`src/hdl/lcs_pkg.sv`:
```
// Shared types, codes and command-list tables for the line clean sequencer.
// No dependencies; the front, queue, back and top files import this package.
package lcs_pkg;

  // Reset values of the phase-length registers, in ticks.
  localparam logic [15:0] LCS_SETUP_TICKS_RST = 16'd5000;
  localparam logic [15:0] LCS_PHASE_TICKS_RST = 16'd20000;

  // Default depth of the job queue between the front and the back.
  localparam int LCS_QUEUE_DEPTH = 4;

  // Opcodes of an input transaction.
  localparam logic [1:0] OP_TICK   = 2'd0;
  localparam logic [1:0] OP_SINGLE = 2'd1;
  localparam logic [1:0] OP_FULL   = 2'd2;

  // Configuration register indexes.
  localparam logic [1:0] REG_SETUP = 2'd0;
  localparam logic [1:0] REG_RINSE = 2'd1;
  localparam logic [1:0] REG_DOSE  = 2'd2;
  localparam logic [1:0] REG_PURGE = 2'd3;

  // Phase codes.
  localparam logic [2:0] PH_IDLE      = 3'd0;
  localparam logic [2:0] PH_SETUP1    = 3'd1;
  localparam logic [2:0] PH_SETUP_FWD = 3'd2;
  localparam logic [2:0] PH_SETUP_REV = 3'd3;
  localparam logic [2:0] PH_RINSE1    = 3'd4;
  localparam logic [2:0] PH_DOSE      = 3'd5;
  localparam logic [2:0] PH_RINSE2    = 3'd6;
  localparam logic [2:0] PH_PURGE     = 3'd7;

  // Channel command states.
  localparam logic [1:0] CS_IDLE      = 2'd1;
  localparam logic [1:0] CS_BUS       = 2'd2;
  localparam logic [1:0] CS_DRAIN_ADJ = 2'd3;

  // Command units.
  localparam logic UNIT_BANK  = 1'b0;
  localparam logic UNIT_DRAIN = 1'b1;

  // Command lists that a job can carry.
  localparam logic [2:0] LIST_NONE   = 3'd0;
  localparam logic [2:0] LIST_IDLE   = 3'd1;
  localparam logic [2:0] LIST_SINGLE = 3'd2;
  localparam logic [2:0] LIST_FWD    = 3'd3;
  localparam logic [2:0] LIST_REV    = 3'd4;

  // One classified input transaction, as queued for the back part.
  typedef struct packed {
    logic       gas;
    logic       pump;
    logic       water;
    logic       idle;
    logic       acc;
    logic [2:0] list;
    logic [1:0] chan;
  } lcs_job_t;

  // Queue status seen by the front and the back.
  typedef struct packed {
    logic full;
    logic empty;
  } lcs_qstat_t;

  // One channel command.
  typedef struct packed {
    logic       unit;
    logic [1:0] index;
    logic [1:0] state;
  } lcs_cmd_t;

  // Number of results a job produces.
  function automatic logic [2:0] list_len(input logic [2:0] list);
    logic [2:0] n;
    case (list)
      LIST_IDLE, LIST_FWD, LIST_REV: n = 3'd5;
      default:                       n = 3'd1;
    endcase
    return n;
  endfunction

  // Command k of a list; the empty list gives all zeros.
  function automatic lcs_cmd_t list_cmd(input logic [2:0] list, input logic [2:0] k,
                                        input logic [1:0] chan);
    lcs_cmd_t c;
    c = '0;
    case (list)
      LIST_IDLE: begin
        if (k < 3'd4) c = '{UNIT_BANK, k[1:0], CS_IDLE};
        else c = '{UNIT_DRAIN, 2'd0, CS_IDLE};
      end
      LIST_SINGLE: begin
        c = '{UNIT_BANK, chan, CS_BUS};
      end
      LIST_FWD: begin
        if (k == 3'd0) c = '{UNIT_BANK, 2'd0, CS_BUS};
        else if (k < 3'd4) c = '{UNIT_BANK, k[1:0], CS_DRAIN_ADJ};
        else c = '{UNIT_DRAIN, 2'd0, CS_DRAIN_ADJ};
      end
      LIST_REV: begin
        if (k < 3'd3) c = '{UNIT_BANK, k[1:0], CS_DRAIN_ADJ};
        else if (k == 3'd3) c = '{UNIT_BANK, 2'd3, CS_BUS};
        else c = '{UNIT_DRAIN, 2'd0, CS_IDLE};
      end
      default: c = '0;
    endcase
    return c;
  endfunction

endpackage

```
`src/hdl/lcs_channels.sv`:
```
// Handshake channel interfaces of the line clean sequencer: input, result
// and configuration channels. No dependencies.
interface lcs_in_if;
  logic       valid;
  logic       ready;
  logic [1:0] opcode;
  logic [1:0] channel_index;
  modport source (output valid, output opcode, output channel_index, input ready);
  modport sink   (input valid, input opcode, input channel_index, output ready);
endinterface

interface lcs_out_if;
  logic       valid;
  logic       ready;
  logic       gas_valve;
  logic       pump_valve;
  logic       water_valve;
  logic       is_idle;
  logic       accepted;
  logic       cmd_valid;
  logic       cmd_unit;
  logic [1:0] cmd_index;
  logic [1:0] cmd_state;
  logic       last;
  modport source (output valid, output gas_valve, output pump_valve, output water_valve,
                  output is_idle, output accepted, output cmd_valid, output cmd_unit,
                  output cmd_index, output cmd_state, output last, input ready);
  modport sink   (input valid, input gas_valve, input pump_valve, input water_valve,
                  input is_idle, input accepted, input cmd_valid, input cmd_unit,
                  input cmd_index, input cmd_state, input last, output ready);
endinterface

interface lcs_cfg_if;
  logic        valid;
  logic        ready;
  logic [1:0]  index;
  logic [15:0] data;
  modport source (output valid, output index, output data, input ready);
  modport sink   (input valid, input index, input data, output ready);
endinterface

```
`src/hdl/lcs_front.sv`:
```
// Front part: configuration registers, phase state and classification of
// each input transaction into a queued job. Depends on lcs_pkg, lcs_channels.
module lcs_front
  import lcs_pkg::*;
(
  input  logic        clk,
  input  logic        rst_n,
  lcs_in_if.sink      in_bus,
  lcs_cfg_if.sink     cfg_bus,
  input  lcs_qstat_t  qstat,
  output logic        push,
  output lcs_job_t    push_job
);

  logic [15:0] setup_ticks_r, rinse_ticks_r, dose_ticks_r, purge_ticks_r;
  logic [2:0]  phase_r, phase_nxt;
  logic [15:0] timer_r, timer_nxt;
  logic        kind_r, kind_nxt;
  logic        rev_r, rev_nxt;
  logic [1:0]  chan_r, chan_nxt;
  logic [15:0] len;
  logic [15:0] timer_inc;
  logic        enter_en;
  logic [2:0]  enter_ph;
  logic        acc;
  logic [2:0]  list;
  logic        accept;

  assign cfg_bus.ready = 1'b1;
  assign in_bus.ready  = !qstat.full;
  assign accept        = in_bus.valid && in_bus.ready;

  always_ff @(posedge clk) begin
    if (!rst_n) begin
      setup_ticks_r <= LCS_SETUP_TICKS_RST;
      rinse_ticks_r <= LCS_PHASE_TICKS_RST;
      dose_ticks_r  <= LCS_PHASE_TICKS_RST;
      purge_ticks_r <= LCS_PHASE_TICKS_RST;
    end else if (cfg_bus.valid) begin
      case (cfg_bus.index)
        REG_SETUP: setup_ticks_r <= cfg_bus.data;
        REG_RINSE: rinse_ticks_r <= cfg_bus.data;
        REG_DOSE:  dose_ticks_r  <= cfg_bus.data;
        REG_PURGE: purge_ticks_r <= cfg_bus.data;
        default:   setup_ticks_r <= setup_ticks_r;
      endcase
    end
  end

  always_comb begin
    case (phase_r)
      PH_SETUP1, PH_SETUP_FWD, PH_SETUP_REV: len = setup_ticks_r;
      PH_RINSE1, PH_RINSE2:                  len = rinse_ticks_r;
      PH_DOSE:                               len = dose_ticks_r;
      default:                               len = purge_ticks_r;
    endcase
  end

  assign timer_inc = (timer_r == 16'hFFFF) ? timer_r : timer_r + 16'd1;

  always_comb begin
    phase_nxt = phase_r;
    timer_nxt = timer_r;
    kind_nxt  = kind_r;
    rev_nxt   = rev_r;
    chan_nxt  = chan_r;
    enter_en  = 1'b0;
    enter_ph  = PH_IDLE;
    acc       = 1'b0;
    list      = LIST_NONE;

    case (in_bus.opcode)
      OP_TICK: begin
        if (phase_r != PH_IDLE) begin
          // A zero length is covered too: the incremented count is at least one.
          if (timer_inc >= len) begin
            enter_en = 1'b1;
            case (phase_r)
              PH_SETUP1, PH_SETUP_FWD, PH_SETUP_REV: enter_ph = PH_RINSE1;
              PH_RINSE1: enter_ph = PH_DOSE;
              PH_DOSE:   enter_ph = PH_RINSE2;
              PH_RINSE2: enter_ph = PH_PURGE;
              default:   enter_ph = (kind_r && !rev_r) ? PH_SETUP_REV : PH_IDLE;
            endcase
          end else begin
            timer_nxt = timer_inc;
          end
        end
      end
      OP_SINGLE: begin
        if (phase_r == PH_IDLE) begin
          acc      = 1'b1;
          chan_nxt = in_bus.channel_index;
          enter_en = 1'b1;
          enter_ph = PH_SETUP1;
        end
      end
      OP_FULL: begin
        if (phase_r == PH_IDLE) begin
          acc      = 1'b1;
          enter_en = 1'b1;
          enter_ph = PH_SETUP_FWD;
        end
      end
      default: begin
        acc = 1'b0;
      end
    endcase

    if (enter_en) begin
      phase_nxt = enter_ph;
      timer_nxt = 16'd0;
      case (enter_ph)
        PH_IDLE: list = LIST_IDLE;
        PH_SETUP1: begin
          kind_nxt = 1'b0;
          list     = LIST_SINGLE;
        end
        PH_SETUP_FWD: begin
          kind_nxt = 1'b1;
          rev_nxt  = 1'b0;
          list     = LIST_FWD;
        end
        PH_SETUP_REV: begin
          kind_nxt = 1'b1;
          rev_nxt  = 1'b1;
          list     = LIST_REV;
        end
        default: list = LIST_NONE;
      endcase
    end
  end

  always_ff @(posedge clk) begin
    if (!rst_n) begin
      phase_r <= PH_IDLE;
      timer_r <= 16'd0;
      kind_r  <= 1'b0;
      rev_r   <= 1'b0;
      chan_r  <= 2'd0;
    end else if (accept) begin
      phase_r <= phase_nxt;
      timer_r <= timer_nxt;
      kind_r  <= kind_nxt;
      rev_r   <= rev_nxt;
      chan_r  <= chan_nxt;
    end
  end

  assign push           = accept;
  assign push_job.gas   = (phase_nxt == PH_PURGE);
  assign push_job.pump  = (phase_nxt == PH_DOSE);
  assign push_job.water = (phase_nxt == PH_RINSE1) || (phase_nxt == PH_DOSE) ||
                          (phase_nxt == PH_RINSE2);
  assign push_job.idle  = (phase_nxt == PH_IDLE);
  assign push_job.acc   = acc;
  assign push_job.list  = list;
  assign push_job.chan  = chan_nxt;

endmodule

```
`src/hdl/lcs_queue.sv`:
```
// Small job queue that decouples the front from the back.
// Depends on lcs_pkg.
module lcs_queue
  import lcs_pkg::*;
#(
  parameter int DEPTH = LCS_QUEUE_DEPTH
) (
  input  logic       clk,
  input  logic       rst_n,
  input  logic       push,
  input  lcs_job_t   push_job,
  input  logic       pop,
  output lcs_job_t   head_job,
  output lcs_qstat_t qstat
);

  localparam int AW = (DEPTH > 1) ? $clog2(DEPTH) : 1;
  localparam int CW = $clog2(DEPTH + 1);
  localparam logic [AW-1:0] LAST_PTR = AW'(DEPTH - 1);
  localparam logic [CW-1:0] FULL_CNT = CW'(DEPTH);

  lcs_job_t      slots_r [DEPTH];
  logic [AW-1:0] wr_ptr_r, rd_ptr_r;
  logic [CW-1:0] count_r, count_nxt;
  logic          do_push, do_pop;

  assign qstat.full  = (count_r == FULL_CNT);
  assign qstat.empty = (count_r == '0);
  assign do_push     = push && !qstat.full;
  assign do_pop      = pop && !qstat.empty;
  assign head_job    = slots_r[rd_ptr_r];

  always_comb begin
    count_nxt = count_r;
    if (do_push && !do_pop) count_nxt = count_r + CW'(1);
    else if (do_pop && !do_push) count_nxt = count_r - CW'(1);
  end

  always_ff @(posedge clk) begin
    if (do_push) slots_r[wr_ptr_r] <= push_job;
  end

  always_ff @(posedge clk) begin
    if (!rst_n) begin
      wr_ptr_r <= '0;
      rd_ptr_r <= '0;
      count_r  <= '0;
    end else begin
      count_r <= count_nxt;
      if (do_push) wr_ptr_r <= (wr_ptr_r == LAST_PTR) ? '0 : wr_ptr_r + AW'(1);
      if (do_pop)  rd_ptr_r <= (rd_ptr_r == LAST_PTR) ? '0 : rd_ptr_r + AW'(1);
    end
  end

endmodule

```
`src/hdl/lcs_back.sv`:
```
// Back part: expands each queued job into its results and drives the result
// channel from an output register. Depends on lcs_pkg, lcs_channels.
module lcs_back
  import lcs_pkg::*;
(
  input  logic        clk,
  input  logic        rst_n,
  input  lcs_job_t    head_job,
  input  lcs_qstat_t  qstat,
  output logic        pop,
  lcs_out_if.source   out_bus
);

  logic [2:0] k_r;
  logic       ov_r;
  logic       load;
  logic       fin;
  lcs_cmd_t   cmd;
  logic       gas_r, pump_r, water_r, idle_r, acc_r, cv_r, unit_r, last_r;
  logic [1:0] index_r, state_r;

  assign load = !ov_r || out_bus.ready;
  assign fin  = (k_r + 3'd1 == list_len(head_job.list));
  assign cmd  = list_cmd(head_job.list, k_r, head_job.chan);
  assign pop  = load && !qstat.empty && fin;

  always_ff @(posedge clk) begin
    if (!rst_n) begin
      ov_r <= 1'b0;
      k_r  <= 3'd0;
    end else if (load) begin
      ov_r <= !qstat.empty;
      if (!qstat.empty) k_r <= fin ? 3'd0 : k_r + 3'd1;
    end
  end

  always_ff @(posedge clk) begin
    if (load && !qstat.empty) begin
      gas_r   <= head_job.gas;
      pump_r  <= head_job.pump;
      water_r <= head_job.water;
      idle_r  <= head_job.idle;
      acc_r   <= head_job.acc;
      cv_r    <= (head_job.list != LIST_NONE);
      unit_r  <= cmd.unit;
      index_r <= cmd.index;
      state_r <= cmd.state;
      last_r  <= fin;
    end
  end

  assign out_bus.valid       = ov_r;
  assign out_bus.gas_valve   = gas_r;
  assign out_bus.pump_valve  = pump_r;
  assign out_bus.water_valve = water_r;
  assign out_bus.is_idle     = idle_r;
  assign out_bus.accepted    = acc_r;
  assign out_bus.cmd_valid   = cv_r;
  assign out_bus.cmd_unit    = unit_r;
  assign out_bus.cmd_index   = index_r;
  assign out_bus.cmd_state   = state_r;
  assign out_bus.last        = last_r;

`ifndef SYNTHESIS
  // A result without a command is always the only one of its transaction.
  a_nocmd_last: assert property (@(posedge clk) disable iff (!rst_n)
    ov_r && !cv_r |-> last_r) else $error("result without command not last");
  // Idle results never open a valve.
  a_idle_closed: assert property (@(posedge clk) disable iff (!rst_n)
    ov_r && idle_r |-> !gas_r && !pump_r && !water_r) else $error("valve open in idle");
  // The rest of a command list follows without a gap.
  a_list_cont: assert property (@(posedge clk) disable iff (!rst_n)
    ov_r && cv_r && !last_r && out_bus.ready |=> ov_r && cv_r)
    else $error("command list broken");
  // A list in progress keeps its job at the queue head.
  a_head_held: assert property (@(posedge clk) disable iff (!rst_n)
    k_r != 3'd0 |-> !qstat.empty) else $error("list counter without job");
`endif

endmodule

```
`src/hdl/line_clean_sequencer.sv`:
```
// Line clean sequencer: one result per transaction, five when idle or a full-clean setup is entered.
// The job of an accepted transaction is written to the job queue; its results then pass through the output register.
// Throughput: one transaction per clock while the job queue has room; the result port
// emits one result per clock while the sink is ready; a five-command list takes five results.
// Reset (rst_n, synchronous, active low): idle phase, default phase lengths, empty queue, no results.
module line_clean_sequencer
  import lcs_pkg::*;
#(
  parameter int QUEUE_DEPTH = LCS_QUEUE_DEPTH
) (
  input  logic      clk,
  input  logic      rst_n,
  lcs_in_if.sink    in_bus,
  lcs_out_if.source out_bus,
  lcs_cfg_if.sink   cfg_bus
);

  // The front updates the phase state as soon as a transaction is accepted and
  // queues a job that carries the valve levels and which command list to send.
  // The back walks that list one result per clock while the sink is ready, so a slow
  // result sink only stalls the input once the queue is full.
  lcs_job_t   push_job;
  lcs_job_t   head_job;
  lcs_qstat_t qstat;
  logic       push;
  logic       pop;

  lcs_front u_front (
    .clk      (clk),
    .rst_n    (rst_n),
    .in_bus   (in_bus),
    .cfg_bus  (cfg_bus),
    .qstat    (qstat),
    .push     (push),
    .push_job (push_job)
  );

  // Jobs wait here in order; the input side is ready whenever a slot is free.
  lcs_queue #(
    .DEPTH (QUEUE_DEPTH)
  ) u_queue (
    .clk      (clk),
    .rst_n    (rst_n),
    .push     (push),
    .push_job (push_job),
    .pop      (pop),
    .head_job (head_job),
    .qstat    (qstat)
  );

  // The head job is released only when its last result enters the output register.
  lcs_back u_back (
    .clk      (clk),
    .rst_n    (rst_n),
    .head_job (head_job),
    .qstat    (qstat),
    .pop      (pop),
    .out_bus  (out_bus)
  );

endmodule
```
`src/flat_wrapper.sv`:
```
// flat-port wrapper written by rule: the top's interface ports become plain ports
module line_clean_sequencer_flat import lcs_pkg::*;
#(
  parameter int QUEUE_DEPTH = LCS_QUEUE_DEPTH
)
  (clk, rst_n, in_bus_valid, in_bus_opcode, in_bus_channel_index, in_bus_ready, out_bus_valid, out_bus_gas_valve, out_bus_pump_valve, out_bus_water_valve, out_bus_is_idle, out_bus_accepted, out_bus_cmd_valid, out_bus_cmd_unit, out_bus_cmd_index, out_bus_cmd_state, out_bus_last, out_bus_ready, cfg_bus_valid, cfg_bus_index, cfg_bus_data, cfg_bus_ready);
  lcs_in_if in_bus_i ();
  lcs_out_if out_bus_i ();
  lcs_cfg_if cfg_bus_i ();
  input  logic clk;
  input  logic rst_n;
  input wire logic [$bits(in_bus_i.valid)-1:0] in_bus_valid;
  input wire logic [$bits(in_bus_i.opcode)-1:0] in_bus_opcode;
  input wire logic [$bits(in_bus_i.channel_index)-1:0] in_bus_channel_index;
  output wire logic [$bits(in_bus_i.ready)-1:0] in_bus_ready;
  output wire logic [$bits(out_bus_i.valid)-1:0] out_bus_valid;
  output wire logic [$bits(out_bus_i.gas_valve)-1:0] out_bus_gas_valve;
  output wire logic [$bits(out_bus_i.pump_valve)-1:0] out_bus_pump_valve;
  output wire logic [$bits(out_bus_i.water_valve)-1:0] out_bus_water_valve;
  output wire logic [$bits(out_bus_i.is_idle)-1:0] out_bus_is_idle;
  output wire logic [$bits(out_bus_i.accepted)-1:0] out_bus_accepted;
  output wire logic [$bits(out_bus_i.cmd_valid)-1:0] out_bus_cmd_valid;
  output wire logic [$bits(out_bus_i.cmd_unit)-1:0] out_bus_cmd_unit;
  output wire logic [$bits(out_bus_i.cmd_index)-1:0] out_bus_cmd_index;
  output wire logic [$bits(out_bus_i.cmd_state)-1:0] out_bus_cmd_state;
  output wire logic [$bits(out_bus_i.last)-1:0] out_bus_last;
  input wire logic [$bits(out_bus_i.ready)-1:0] out_bus_ready;
  input wire logic [$bits(cfg_bus_i.valid)-1:0] cfg_bus_valid;
  input wire logic [$bits(cfg_bus_i.index)-1:0] cfg_bus_index;
  input wire logic [$bits(cfg_bus_i.data)-1:0] cfg_bus_data;
  output wire logic [$bits(cfg_bus_i.ready)-1:0] cfg_bus_ready;
  assign in_bus_i.valid = in_bus_valid;
  assign in_bus_i.opcode = in_bus_opcode;
  assign in_bus_i.channel_index = in_bus_channel_index;
  assign in_bus_ready = in_bus_i.ready;
  assign out_bus_valid = out_bus_i.valid;
  assign out_bus_gas_valve = out_bus_i.gas_valve;
  assign out_bus_pump_valve = out_bus_i.pump_valve;
  assign out_bus_water_valve = out_bus_i.water_valve;
  assign out_bus_is_idle = out_bus_i.is_idle;
  assign out_bus_accepted = out_bus_i.accepted;
  assign out_bus_cmd_valid = out_bus_i.cmd_valid;
  assign out_bus_cmd_unit = out_bus_i.cmd_unit;
  assign out_bus_cmd_index = out_bus_i.cmd_index;
  assign out_bus_cmd_state = out_bus_i.cmd_state;
  assign out_bus_last = out_bus_i.last;
  assign out_bus_i.ready = out_bus_ready;
  assign cfg_bus_i.valid = cfg_bus_valid;
  assign cfg_bus_i.index = cfg_bus_index;
  assign cfg_bus_i.data = cfg_bus_data;
  assign cfg_bus_ready = cfg_bus_i.ready;
  line_clean_sequencer #(.QUEUE_DEPTH(QUEUE_DEPTH)) u_core (.clk(clk), .rst_n(rst_n), .in_bus(in_bus_i), .out_bus(out_bus_i), .cfg_bus(cfg_bus_i));
endmodule
```
`config.mk`:
```
export PLATFORM = sky130hd
export DESIGN_NAME = line_clean_sequencer_flat
export DESIGN_NICKNAME = d
export VERILOG_FILES = /design/src/hdl/lcs_pkg.sv /design/src/hdl/lcs_channels.sv /design/src/hdl/lcs_front.sv /design/src/hdl/lcs_queue.sv /design/src/hdl/lcs_back.sv /design/src/hdl/line_clean_sequencer.sv /design/src/flat_wrapper.sv
export SDC_FILE = /design/constraint.sdc
export NUM_CORES = 1
export LEC_CHECK = 0
export BUFFER_PORTS_ARGS = -buffer_cell sky130_fd_sc_hd__clkbuf_2
export CAP_MARGIN = 10
export CORE_UTILIZATION = 40
export CTS_BUF_LIST = sky130_fd_sc_hd__clkbuf_4 sky130_fd_sc_hd__clkbuf_8
export CTS_CLUSTER_SIZE = 20
export DETAILED_ROUTE_END_ITERATION = 12
export PLACE_DENSITY = 0.53
export SETUP_SLACK_MARGIN = 0.1
export SYNTH_ARGS = -nofsm -noshare
export SYNTH_HDL_FRONTEND = slang
export SYNTH_HIERARCHICAL = 1
export SYNTH_SLANG_ARGS = --single-unit
```
`constraint.sdc`:
```
create_clock -name clk -period 4.9 [get_ports clk]
set_input_delay 0.735 -clock clk [delete_from_list [all_inputs] [get_ports clk]]
set_output_delay 0.735 -clock clk [all_outputs]
set_load 0.005 [all_outputs]
```
# == Word-level counts from Yosys, hierarchy flattened ==
# Memories as Yosys holds them, arrays and structs flattened. A register that Yosys moved wholly into a read port is not among the register bits.
# Index checks and enable logic that the tools add are counted.
# word_totals
register_bits,110
ram_bits,40
n_memories,1
# op_classes
add_sub_neg,6
order_cmp,3
n_eq_ne,29
muxes,41
bitwise_logic,1
reduce_logical,44
# memory_table
name,words,word_bits,read_ports,rd_ports_with_merged_regs,write_ports,line,rtl
u_core.u_queue.slots_r,4,10,1,1,1,lcs_queue.sv:22,lcs_job_t slots_r [DEPTH];
# ops
operator,count
$mux 16,5
$pmux 16 s3,1
$eq 3x3->1 const B,9
$mux 5,5
$mux 3,8
$pmux 3 s4,2
$eq 3x2->1 const B,7
$pmux 5 s4,1
$add 16x1->16 const B,1
$eq 16x16->1 const B,1
$ge 16x16->1,1
$mux 2,8
$logic_not 3->1,5
$eq 2x2->1 const B,5
$reduce_and 2->1,5
$reduce_bool 2->1,5
$eq 3x1->1 const B,3
$pmux 3 s3,1
$logic_and 1x1->1,8
$mux 1,7
$add 3x1->3 const B,2
$logic_not 1->1,6
$pmux 1 s2,3
$reduce_and 3->1,2
other kinds (14),23

# == Depth between registers and ports, before layout ==
# Gate-level depths: netlist of the first run.
# depth
depth_word,11
mapped_depth,15
ltp_nobuf,14

# == Modules after synthesis ==
# The synthesis of the first run kept the hierarchy.
# modules_own_cells
module,n_inst,cells_each,area_each_um2,seq_area_each_um2
lcs_front,1,662,5099.9,1741.7
lcs_queue,1,103,1915.6,1381.3
lcs_back,1,67,785.8,440.4

# == Least setup slack after synthesis of the first run ==
# Ideal clock, no wire load.
# synth_path
path_type,register -> register
startpoint,register u_core.u_front.timer_r[0]
endpoint,"memory u_core/u_queue/slots_r[0][6] (netlist name), data pin"
arrival_time_ns,3.639
slack_ns,1.055
stages_incl_launch_ff,15
path_buffers,0
period_less_slack_ns,3.845
path_cell_list,dfxtp_1 -> ha_1 -> nand4_1 -> nor4_4 -> nor3_1 -> and2_1 -> xor2_1 -> ha_1 -> a21oi_1 -> nor2_1 -> a211o_1 -> a211o_2 -> nand2_1 -> mux2_2 -> a2111oi_4
# synth_rtl
element,line,rtl
"start, declared",lcs_front.sv:17,"logic [15:0] timer_r, timer_nxt;"
"start signal, assigned",lcs_front.sv:143,timer_r <= timer_nxt;
"end, declared",lcs_queue.sv:22,

==> run summary, run 1 <==
Met2 wire len -> 8980 um
Routed wl met3 -> 759 um
Post-synth top cells -> 188 x nand2_1, 100 x dfxtp_1, 59 x a21oi_1
PD cells -> 388 nW/um2
1st-iter DRT viols -> 394
Clk_lat worst skew -> 0.45 ns
PostCTS Resize Cnt -> 0
Syn avg cell area -> 9.38 um2
Drt first pass iters -> 5
Number of post-CTS setup repair buffers -> 0
Worst slew pin tran -> 1.17 ns
Net Count, Synth -> 892
Wl on met1 -> 8040 um
GP Congestion -> 0.817
Share of cells above drive strength 1 -> 14.3%
Post-synth EDFFs -> 52
Number of global-route vias before repair -> 5826
Clock Tree Root -> clkbuf_8
Placed Cells -> 1091
Worst setup EP type -> flop
Tcrit/Tclk final -> 87.5%
Die height -> 142 um
Final worst path period need -> 4.29 ns
Detailed Route WL -> 17900 um
# IOs -> 42
First-pass GRT wire length -> 29700 um
Synth Cell Area -> 7800 um2
Finished Core Util -> 45.3%
Leakage -> 3.23 nW
Total Routing Usage GR -> 19.1%
Sequential-to-total area share from yosys stat -> 45.7%
Unrepaired setup endpoints after global routing -> false
Initial Util -> 41.3%
Initial antenna violation count -> 0
Final hold vios -> 0
Area delta synth->final -> 9.64%
Top Layer Used -> met4
Max frequency -> 0.233 GHz
GRT overflow -> 0
Critical path class -> flop to flop
CTS Hold Buffers Added -> 0
Netlist cell types -> 78
Die area -> 20100 um2
Yosys top cell by area -> dfxtp_1
Yosys warns -> 6
Via density -> 5.34
Clk buf depth -> 2
Share of the synthesized area in the top cell type -> 25.7%
Primary FF master, synth -> dfxtp_1
Clk sinks -> 152
Largest fanout on the critical path -> 10
Core Region -> 18900 um2
Htree depth -> 4
Cell Area, Placed -> 8190 um2
Die Wd -> 142 um
Min-delay worst type -> flop to flop
Drt drc -> 0
Final cell count without fillers -> 1123
Vias -> 5999
Gate count after technology mapping -> 832
Worst path arrival time -> 4.50 ns
Top-count cell post-synth -> nand2_1
Worst clock skew -> 0.0108 ns
Max-cap violations -> 0
Peak supply drop -> 167 uV
Final setup fails -> 0
CTS clk-pin slew, worst paths -> 0.09 ns
Post-synthesis async set-or-reset flop share -> 0%
Fin nets -> 910
# rows -> 50
Synthesis-stage register bit count -> 152
Power Total -> 3.32 mW
CP Launch Type -> flop
TritonCTS Buffers -> 17
Setup_tns -> 0 ns
IO Port Bufs -> 40
Max_slew headroom -> 21.8%
Status -> finished clean
Remaining antenna violation count after routing -> 0
Max Slew Vio Count -> 0
Largest net degree at the start of global routing -> 61
Fillers -> 1861
Top cells by area, synth -> dfxtp_1 26%, edfxtp_1 20%, nand2_1 9.0%
Ant. Diodes -> 0
Post-route cell area -> 8550 um2
DR WL/cell -> 16.0 um
CTS tree -> done
CP Data Required Time -> 5.12 ns
HPWL after detailed placement -> 12100 um
==> area by class of cell <==
type	count	area [um2]	area share (%)
Tap cell	260	325	3.80
Timing Repair Buffer	50	283	3.31
Multi-Input combinational cell	614	3970	46.4
Inverter	15	56.3	0.658
Clock buffer	20	256	3.00
Sequential cell	152	3560	41.7
Clock inverter	12	103	1.20
==> layout by cell type (no fill, tap or decap), types with 3 or more instances in the layout <==
cell         n
clkbuf_2    40
a21oi_2      3
inv_1       15
xor2_1       5
nor2_1      42
nor3_1       7
o21ai_1      8
a21oi_1     59
xnor2_1      8
nand3_1     38
buf_4        9
and2_1      10
a21boi_0    50
nor2b_1     10
and3_1       5
o21ai_0     24
clkbuf_4     3
mux4_2      10
or3_1        6
edfxtp_1    52
nand4_1      7
o31ai_1      3
ha_1        32
o21a_1       4
mux2_2       4
clkbuf_8    17
mux2i_1     22
dfxtp_1    100
and4_1       3
a2bb2oi_1    3
a21boi_1     5
nand2_1    188
nor3b_2      3
==> logic make-up (layout without fill, tap and decap cells) <==
| logic type | Yosys count | in the layout | share of synthesized area [%] |
|---|---|---|---|
| buffers and inverters | 66 | 97 | 3.54 |
| adder cells (fa/ha/maj) | 33 | 33 | 5.39 |
| multiplexers | 36 | 36 | 6.29 |
| XOR/XNOR | 13 | 13 | 1.46 |
| flip-flops | 152 | 152 | 45.7 |
| other | 1 | 1 | 0.0481 |
| AO/OA/AOI/OAI | 192 | 192 | 17.4 |
| AND/OR/NAND/NOR | 339 | 339 | 20.2 |
==> registers in the layout, indices dropped and copies added (netlist names), 2 cells and up, named ones only <==
| name | count |
|---|---|
| u_core/u_queue/count_r | 3 |
| u_core/u_front/rinse_ticks_r | 16 |
| u_core/u_front/phase_r | 3 |
| u_core/u_front/chan_r | 2 |
| u_core/u_back/out_bus.cmd_state | 2 |
| u_core/u_front/purge_ticks_r | 16 |
| u_core/u_queue/slots_r | 40 |
| u_core/u_front/setup_ticks_r | 16 |
| u_core/u_back/k_r | 3 |
| u_core/u_back/out_bus.cmd_index | 2 |
| u_core/u_queue/rd_ptr_r | 2 |
| u_core/u_front/dose_ticks_r | 16 |
| u_core/u_queue/wr_ptr_r | 2 |
| u_core/u_front/timer_r | 16 |
==> critical path, stage by stage (launching register included) <==
cell and delay (ns):
dfxtp_1 0.43, ha_1 0.31, nand4_1 0.20, nor4_4 0.43, nor3_1 0.18, and2_1 0.22, xor2_1 0.15, ha_1 0.30
nand2_1 0.06, a211oi_2 0.44, a21oi_2 0.19, a311o_1 0.49, o31a_1 0.35, nor3_1 0.32
==> path summary, 6_finish.rpt <==
path                                    start                               end  slack [ns]  depth (start not counted)
max reg2reg         u_core/u_front/timer_r[0]      u_core/u_queue/slots_r[3][9]        0.61                         13
min          u_core/u_front/setup_ticks_r[10]  u_core/u_front/setup_ticks_r[10]        0.47                          2
max                 u_core/u_front/timer_r[0]      u_core/u_queue/slots_r[3][9]        0.61                         13
min reg2reg  u_core/u_front/setup_ticks_r[10]  u_core/u_front/setup_ticks_r[10]        0.47                          2
==> layer usage <==
| layer | track usage (%) | vias to the layer above |
|---|---|---|
| met5 | 0 | - |
| li1 | - | 2971 |
| met2 | 33.8 | 130 |
| met3 | 4.08 | 9 |
| met4 | 5.83 | 0 |
| met1 | 23.1 | 2889 |
==> metrics by stage <==
stage               hold slack, ns  setup slack, ns
floorplan                    0.434             1.06
global placement             0.444            0.775
detailed placement           0.451            0.637
CTS                          0.469            0.626
global route                 0.496            0.205
finish                       0.466            0.613
==> power breakdown <==
group,total [mW],switching (mW),internal (mW)
logic,0.846,0.489,0.357
registers,1.59,0.0807,1.51
clock network,0.886,0.471,0.415
(Power assumes the default switching activity.)
==> inputs of run 2 (changes only) <==
Settings changed: PLACE_DENSITY 0.53 to 0.55.
Clock period 4.9 ns to 3.75 ns, I/O delays scaled along.
==> run 2 against run 1 <==
  * Utilization rose by 4.0 points
  * Global-route usage rose by 0.25 points
  * Critical endpoint is now u_core/u_queue/slots_r[3][6]
  * Non-clock buffer count rose by 50
  * Clock power is 50% higher
  * Power increased by 39%
  * Maximum frequency grew 16%
  * Sequential share of layout area fell by 3.2 points
==> run summary, run 2 (same netlist as run 1, synthesis figures left out) <==
Worst path arrival time -> 3.92 ns
Clk sinks -> 152
Largest net degree at the start of global routing -> 88
Drt drc -> 0
Peak supply drop -> 209 uV
CP Launch Type -> flop
Number of global-route vias before repair -> 6086
Via density -> 5.33
Initial antenna violation count -> 0
Final setup fails -> 0
Most frequent cells in the layout -> 185 x nand2_1, 90 x dfxtp_1, 56 x a21oi_1, 52 x edfxtp_1, 52 x buf_4
Worst slew pin tran -> 0.893 ns
Min-delay worst type -> primary input to flop
Status -> finished clean
# rows -> 50
Most common cell after layout, fill and taps aside -> nand2_1
Min-delay src -> cfg_bus_data[5]
Clock power frac -> 28.8%
Worst R2R Path Depth -> 15
Worst Hold End -> u_core/u_front/dose_ticks_r[5]
Post-route cell area -> 9310 um2
# IOs -> 42
IO Port Bufs -> 40
Max Slew Vio Count -> 0
CTS Hold Buffers Added -> 0
Worst setup EP type -> flop
Total Routing Usage GR -> 19.3%
1st-iter DRT viols -> 371
Area delta synth->final -> 19.4%
GRT overflow -> 0
CP Data Required Time -> 3.98 ns
Worst clock skew -> 0.0191 ns
Max-cap violations -> 0
Fillers -> 1777
Final worst path period need -> 3.70 ns
Fin nets -> 961
Largest reg by FF count -> u_core/u_queue/slots_r
GP Congestion -> 0.860
Share of cells above drive strength 1 -> 23.4%
Core Region -> 18900 um2
CTS tree -> done
Die height -> 142 um
Vias -> 6262
Drt first pass iters -> 5
Clock Tree Root -> clkbuf_8
Reg2reg end -> u_core/u_queue/slots_r[3][6]
R2r startpoint -> u_core/u_front/timer_r[1]
CTS clk-pin slew, worst paths -> 0.09 ns
Die area -> 20100 um2
DR WL/cell -> 16.0 um
Max_slew headroom -> 40.3%
Largest fanout on the critical path -> 4
Clk_lat worst skew -> 0.46 ns
Switch share -> 31.8%
Initial Util -> 41.3%
Finished Core Util -> 49.3%
Gate power share -> 26.2%
Leakage -> 3.59 nW
PD cells -> 496 nW/um2
Max reg flops -> 40
Critical path class -> flop to flop
Clk buf depth -> 2
Max frequency -> 0.271 GHz
Cell Area, Placed -> 8440 um2
Remaining antenna violation count after routing -> 0
Internal Power -> 3.15 mW
Unrepaired setup endpoints after global routing -> true
First-pass GRT wire length -> 30300 um
Reg2reg setup slack -> 0.05 ns
NetSw -> 1.47 mW
TritonCTS Buffers -> 17
Hold Path Stages -> 3
HPWL after detailed placement -> 12300 um
Final hold vios -> 0
Htree depth -> 4
Die Wd -> 142 um
Tcrit/Tclk final -> 98.6%
Ant. Diodes -> 0
Detailed Route WL -> 18800 um
Seq pwr share -> 45.0%
==> run 2: cell types whose count changed in the layout (fill, tap and decap cells not counted), sizes merged <==
| cell | change |
|---|---|
| a2111o | +1 |
| buf | +50 |
| bufinv | +1 |
| clkbuf | -2 |
| clkinv | -3 |
| clkinvlp | -1 |
| inv | +5 |
==> run 2: power by group through the flow <==
stage | registers, mW | clock network (mW) | logic, mW
final | 2.08 | 1.33 | 1.21
after global routing | 2.11 | 1.43 | 1.35
after CTS | 2.08 | 1.36 | 1.18
after detailed placement | 2.12 | 0 | 1.16
after global placement | 2.11 | 0 | 1.14
after floorplan | 2.09 | 0 | 0.807
==> run 2: metrics by stage <==
step / setup WS (ns) / TNS [ns] / instances / power [mW] / hold WS (ns)
floorplan: 0.115 / 0 / 832 / 2.89 / 0.434
global placement: -0.0104 / -0.0416 / 1117 / 3.24 / 0.444
detailed placement: -0.0907 / -0.887 / 1117 / 3.27 / 0.449
CTS: 0.105 / 0 / 1161 / 4.62 / 0.340
global route: -0.0929 / -0.703 / 1174 / 4.90 / 0.357
finish: 0.0532 / 0 / 1174 / 4.62 / 0.366
==> run 2: worst max path at each step <==
stage | from | end | slack (ns) | cells after the start
global route | u_core/u_front/timer_r[1] | u_core/u_queue/slots_r[3][6] | -0.09 | 15
global placement | u_core/u_front/timer_r[8] | u_core/u_queue/slots_r[0][9] | -0.01 | 12
floorplan | u_core/u_front/timer_r[0] | u_core/u_queue/slots_r[0][6] | 0.12 | 14
detailed placement | u_core/u_front/timer_r[8] | u_core/u_queue/slots_r[3][9] | -0.09 | 12
CTS | u_core/u_front/timer_r[1] | u_core/u_queue/slots_r[3][6] | 0.10 | 14
finish | u_core/u_front/timer_r[1] | u_core/u_queue/slots_r[3][6] | 0.05 | 15
==> run 2: critical path, stage by stage (launching register included) <==
cell and delay [ns]:
dfxtp_4 0.37, ha_4 0.14, nand4_1 0.19, nor4_4 0.38, or3_4 0.22, nor2_4 0.04, xor2_1 0.15, ha_1 0.31
a21oi_2 0.16, o211a_1 0.20, o31ai_4 0.10, a211o_4 0.36, buf_6 0.14, a21oi_4 0.14, o21ba_4 0.18, a2111oi_4 0.39
==> run 2: layout make-up <==
cell class / count / area, um2 / share of cell area [%]
clock buffers: 18 / 241 / 2.59
repair buffers: 100 / 724 / 7.78
inverters: 15 / 56.3 / 0.605
multi-input cells: 615 / 4200 / 45.1
well taps: 260 / 325 / 3.49
clock inverters: 14 / 181 / 1.95
flip-flops and latches: 152 / 3580 / 38.5
==> run 2: what timing repair did <==
item,CTS,global route
setup buffers,11,14
endpoints found under the setup margin,40,50
resized for setup,19,40
gates cloned,1,0
pin swaps,11,28
==> run 2: per-layer routing <==
metal,global-route usage (%),vias to the layer above,share of wire [%]
li1,-,3075,-
met1,23.4,3047,44
met2,34.9,120,52
met3,3.85,20,3.5
met4,4.98,0,1.0
met5,0,-,0
==> inputs of run 3 (changes only) <==
Settings changed: SYNTH_HIERARCHICAL 1 to unset.
==> run 3 against run 2 <==
  * The flow now finishes with violations (DRC)
  * Critical path depth grew 2
  * Synthesized cell count fell by 2.6%
  * Cell count decreased by 4.9%
  * Clock power down 8%
  * Setup slack gained 0.15 ns
  * Non-clock buffer count down 6
  * Largest cell class unchanged
  * Sequential cell count is the same
  * Area after synthesis shrank 3.8%
  * Clock skew fell by 0.0087 ns
  * Largest power group unchanged
  * Critical endpoint is now u_core.u_queue.slots_r[2][7]
  * Global-route usage up 0.55 points
  * Maximum frequency grew 4.2%
  * Worst hold slack got worse by 0.00080 ns
==> run summary, run 3 <==
Via density -> 5.49
Final worst path period need -> 3.55 ns
GP Congestion -> 0.869
Sequential-to-total area share from yosys stat -> 47.5%
Finished Core Util -> 49.4%
Hold_ws -> 0.365 ns
IO Port Bufs -> 40
Tcrit/Tclk final -> 94.6%
Post-synth EDFFs -> 52
Initial antenna violation count -> 0
Synth Area in Adders -> 5.44%
Gate count after technology mapping -> 810
Critical path origin -> u_core.u_front.timer_r[3]
Primary FF master, synth -> dfxtp_1
Number of global-route vias before repair -> 5845
Unrepaired setup endpoints after global routing -> true
Die height -> 139 um
Die Wd -> 139 um
Synth Cell Area -> 7500 um2
Largest net degree at the start of global routing -> 50
CTS clk-pin slew, worst paths -> 0.08 ns
DR WL/cell -> 16.8 um
Failing checks -> DRC
First-pass GRT wire length -> 30000 um
Synthesis-stage register bit count -> 152
CP Data Required Time -> 3.96 ns
Drt drc -> 1
1st-iter DRT viols -> 528
Max_slew headroom -> 43.7%
PD cells -> 455 nW/um2
Final hold vios -> 0
Most common cell after layout, fill and taps aside -> nand2_1
# IOs -> 42
Die area -> 19300 um2
Most frequent cells in the layout -> 173 x nand2_1, 86 x dfxtp_1, 85 x a21oi_1, 52 x edfxtp_1, 47 x buf_4
Largest reg by FF count -> u_core.u_queue.slots_r
Crit-path max cell delay -> 0.37 ns
Pre-CTS WS -> -0.154 ns
Final WS setup -> 0.203 ns
CP Cell Sequence -> nand4_1 -> nor4_2 -> buf_4 -> nor2_1 -> buf_4 -> nand2_1 -> xnor2_1 -> ha_1 -> nand2_2 -> nor4_4 -> o31ai_4 -> a31oi_2 -> o21bai_4 -> buf_4 -> nor3b_4 -> a311oi_2 -> buf_4
Share of the synthesized area in the top cell type -> 26.7%
Area fraction in compound gates after synthesis -> 15.3%
Min-delay worst type -> primary input to flop
Syn avg cell area -> 9.26 um2
Vias -> 6137
HPWL after detailed placement -> 12900 um
Max-cap violations -> 0
Largest fanout on the critical path -> 4
Multiplexer share of the synthesized area -> 5.67%
Worst R2R Path Depth -> 17
Post-synth top cells -> 175 x nand2_1, 100 x dfxtp_1, 87 x a21oi_1
CTS Hold Buffers Added -> 0
Reg2reg setup slack -> 0.20 ns
Area delta synth->final -> 19.4%
GRT overflow -> 0
Netlist cell types -> 71
Clk buf depth -> 2
Share of cells above drive strength 1 -> 22.3%
Max Slew Vio Count -> 0
Htree depth -> 4
Top-count cell post-synth -> nand2_1
Clock Tree Root -> clkbuf_8
Drt first pass iters -> 12
# rows -> 49
Max frequency -> 0.282 GHz
Initial Util -> 41.3%
R2r startpoint -> u_core.u_front.timer_r[3]
Critical path class -> flop to flop
Remaining antenna violation count after routing -> 0
Total Routing Usage GR -> 19.9%
Core Region -> 18100 um2
CP top delay family -> simple AND/OR/NAND/NOR gates
Worst setup EP type -> flop
Xor and xnor area share after synthesis -> 1.97%
Worst clock skew -> 0.0105 ns
Worst slew pin tran -> 0.843 ns
Worst Hold End -> u_core.u_front.purge_ticks_r[6]
Status -> finished, violations left
Yosys top cell by area -> dfxtp_1
Largest family of logic cells by synthesized area -> simple AND/OR/NAND/NOR gates
Crit-path most repeated cell -> buf_4
Detailed Route WL -> 18800 um
Max reg flops -> 40
Final setup fails -> 0
Min-delay src -> cfg_bus_data[6]
Hold Path Stages -> 3
Slowest CP cell -> nor4_2
Leakage -> 3.43 nW
Clk_lat worst skew -> 0.46 ns
TritonCTS Buffers -> 17
CP Launch Type -> flop
Net Count, Synth -> 869
Worst path arrival time -> 3.76 ns
Post-Synth Simple-Gate Area -> 20.0%
Post-synthesis async set-or-reset flop share -> 0%
Top cells by area, synth -> dfxtp_1 27%, edfxtp_1 21%, nand2_1 8.8%
Yosys warns -> 0
Ant. Diodes -> 0
CTS tree -> done
Fin nets -> 934
Reg2reg end -> u_core.u_queue.slots_r[2][7]
Peak supply drop -> 210 uV
Setup_tns -> 0 ns
CP Buf/Inv Count -> 4
Clk sinks -> 152
==> run 3: cell type report <==
cell class / instances / area [um2]
Timing Repair Buffer: 94 / 644
Inverter: 30 / 113
Clock inverter: 12 / 128
Sequential cell: 152 / 3600
Fill cell: 1666 / 9190
Tap cell: 229 / 287
Multi-Input combinational cell: 580 / 3940
Clock buffer: 20 / 256
==> run 3: layer usage <==
metal | vias to the layer above | GRT usage [%] | part of all wire [%]
met2 | 145 | 31.9 | 47
met1 | 2958 | 27.1 | 47
met5 | - | 0 | 0
met3 | 18 | 3.69 | 4.5
li1 | 3016 | - | -
met4 | 0 | 6.32 | 1.2
==> run 3: report_power, final <==
part	switching, mW	internal (mW)
combinational	0.477	0.371
sequential	0.0900	1.91
clock	0.616	0.611
==> run 3: what timing repair did <==
item,in CTS,in global routing
resized for setup,16,65
pin swaps,5,23
setup endpoints to repair,42,49
buffers inserted,1,12
==> run 3: stage by stage <==
stage	cells	area [um2]	total power, mW
floorplan	810	7530	2.61
detailed placement	1072	8140	2.87
global route	1117	8960	4.29
finish	1117	8960	4.08
global placement	1072	8140	2.84
CTS	1105	8600	4.11
==> run 3: cells by family (layout without fill, tap and decap cells) <==
logic type / after synthesis / in the layout
xor gates and xnor gates: 16 / 16
buffers and inverters: 78 / 156
AOI/OAI and AO/OA: 183 / 183
DFF: 152 / 152
other: 1 / 1
and+or+nand+nor: 321 / 321
muxes: 27 / 27
adders and majority gates: 32 / 32
==> run 3: worst reg2reg max path, cell delays in order, from the launching register on <==
cell      delay, ns
dfxtp_2        0.36
nand4_1        0.19
nor4_2         0.38
buf_4          0.18
nor2_1         0.07
buf_4          0.16
nand2_1        0.09
xnor2_1        0.08
ha_1           0.29
nand2_2        0.06
nor4_4         0.35
o31ai_4        0.15
a31oi_2        0.26
o21bai_4       0.12
buf_4          0.17
nor3b_4        0.17
a311oi_2       0.07
buf_4          0.17
==> run 3: worst max path at each step <==
stage	slack, ns	to	cells after the start
final	0.20	u_core.u_queue.slots_r[2][7]	17
after global routing	-0.02	u_core.u_queue.slots_r[2][7]	17
after CTS	0.11	u_core.u_queue.slots_r[2][7]	15
after detailed placement	-0.15	u_core.u_queue.slots_r[1][7]	15
after global placement	-0.08	u_core.u_queue.slots_r[1][7]	14
after floorplan	0.12	u_core.u_queue.slots_r[0][7]	13
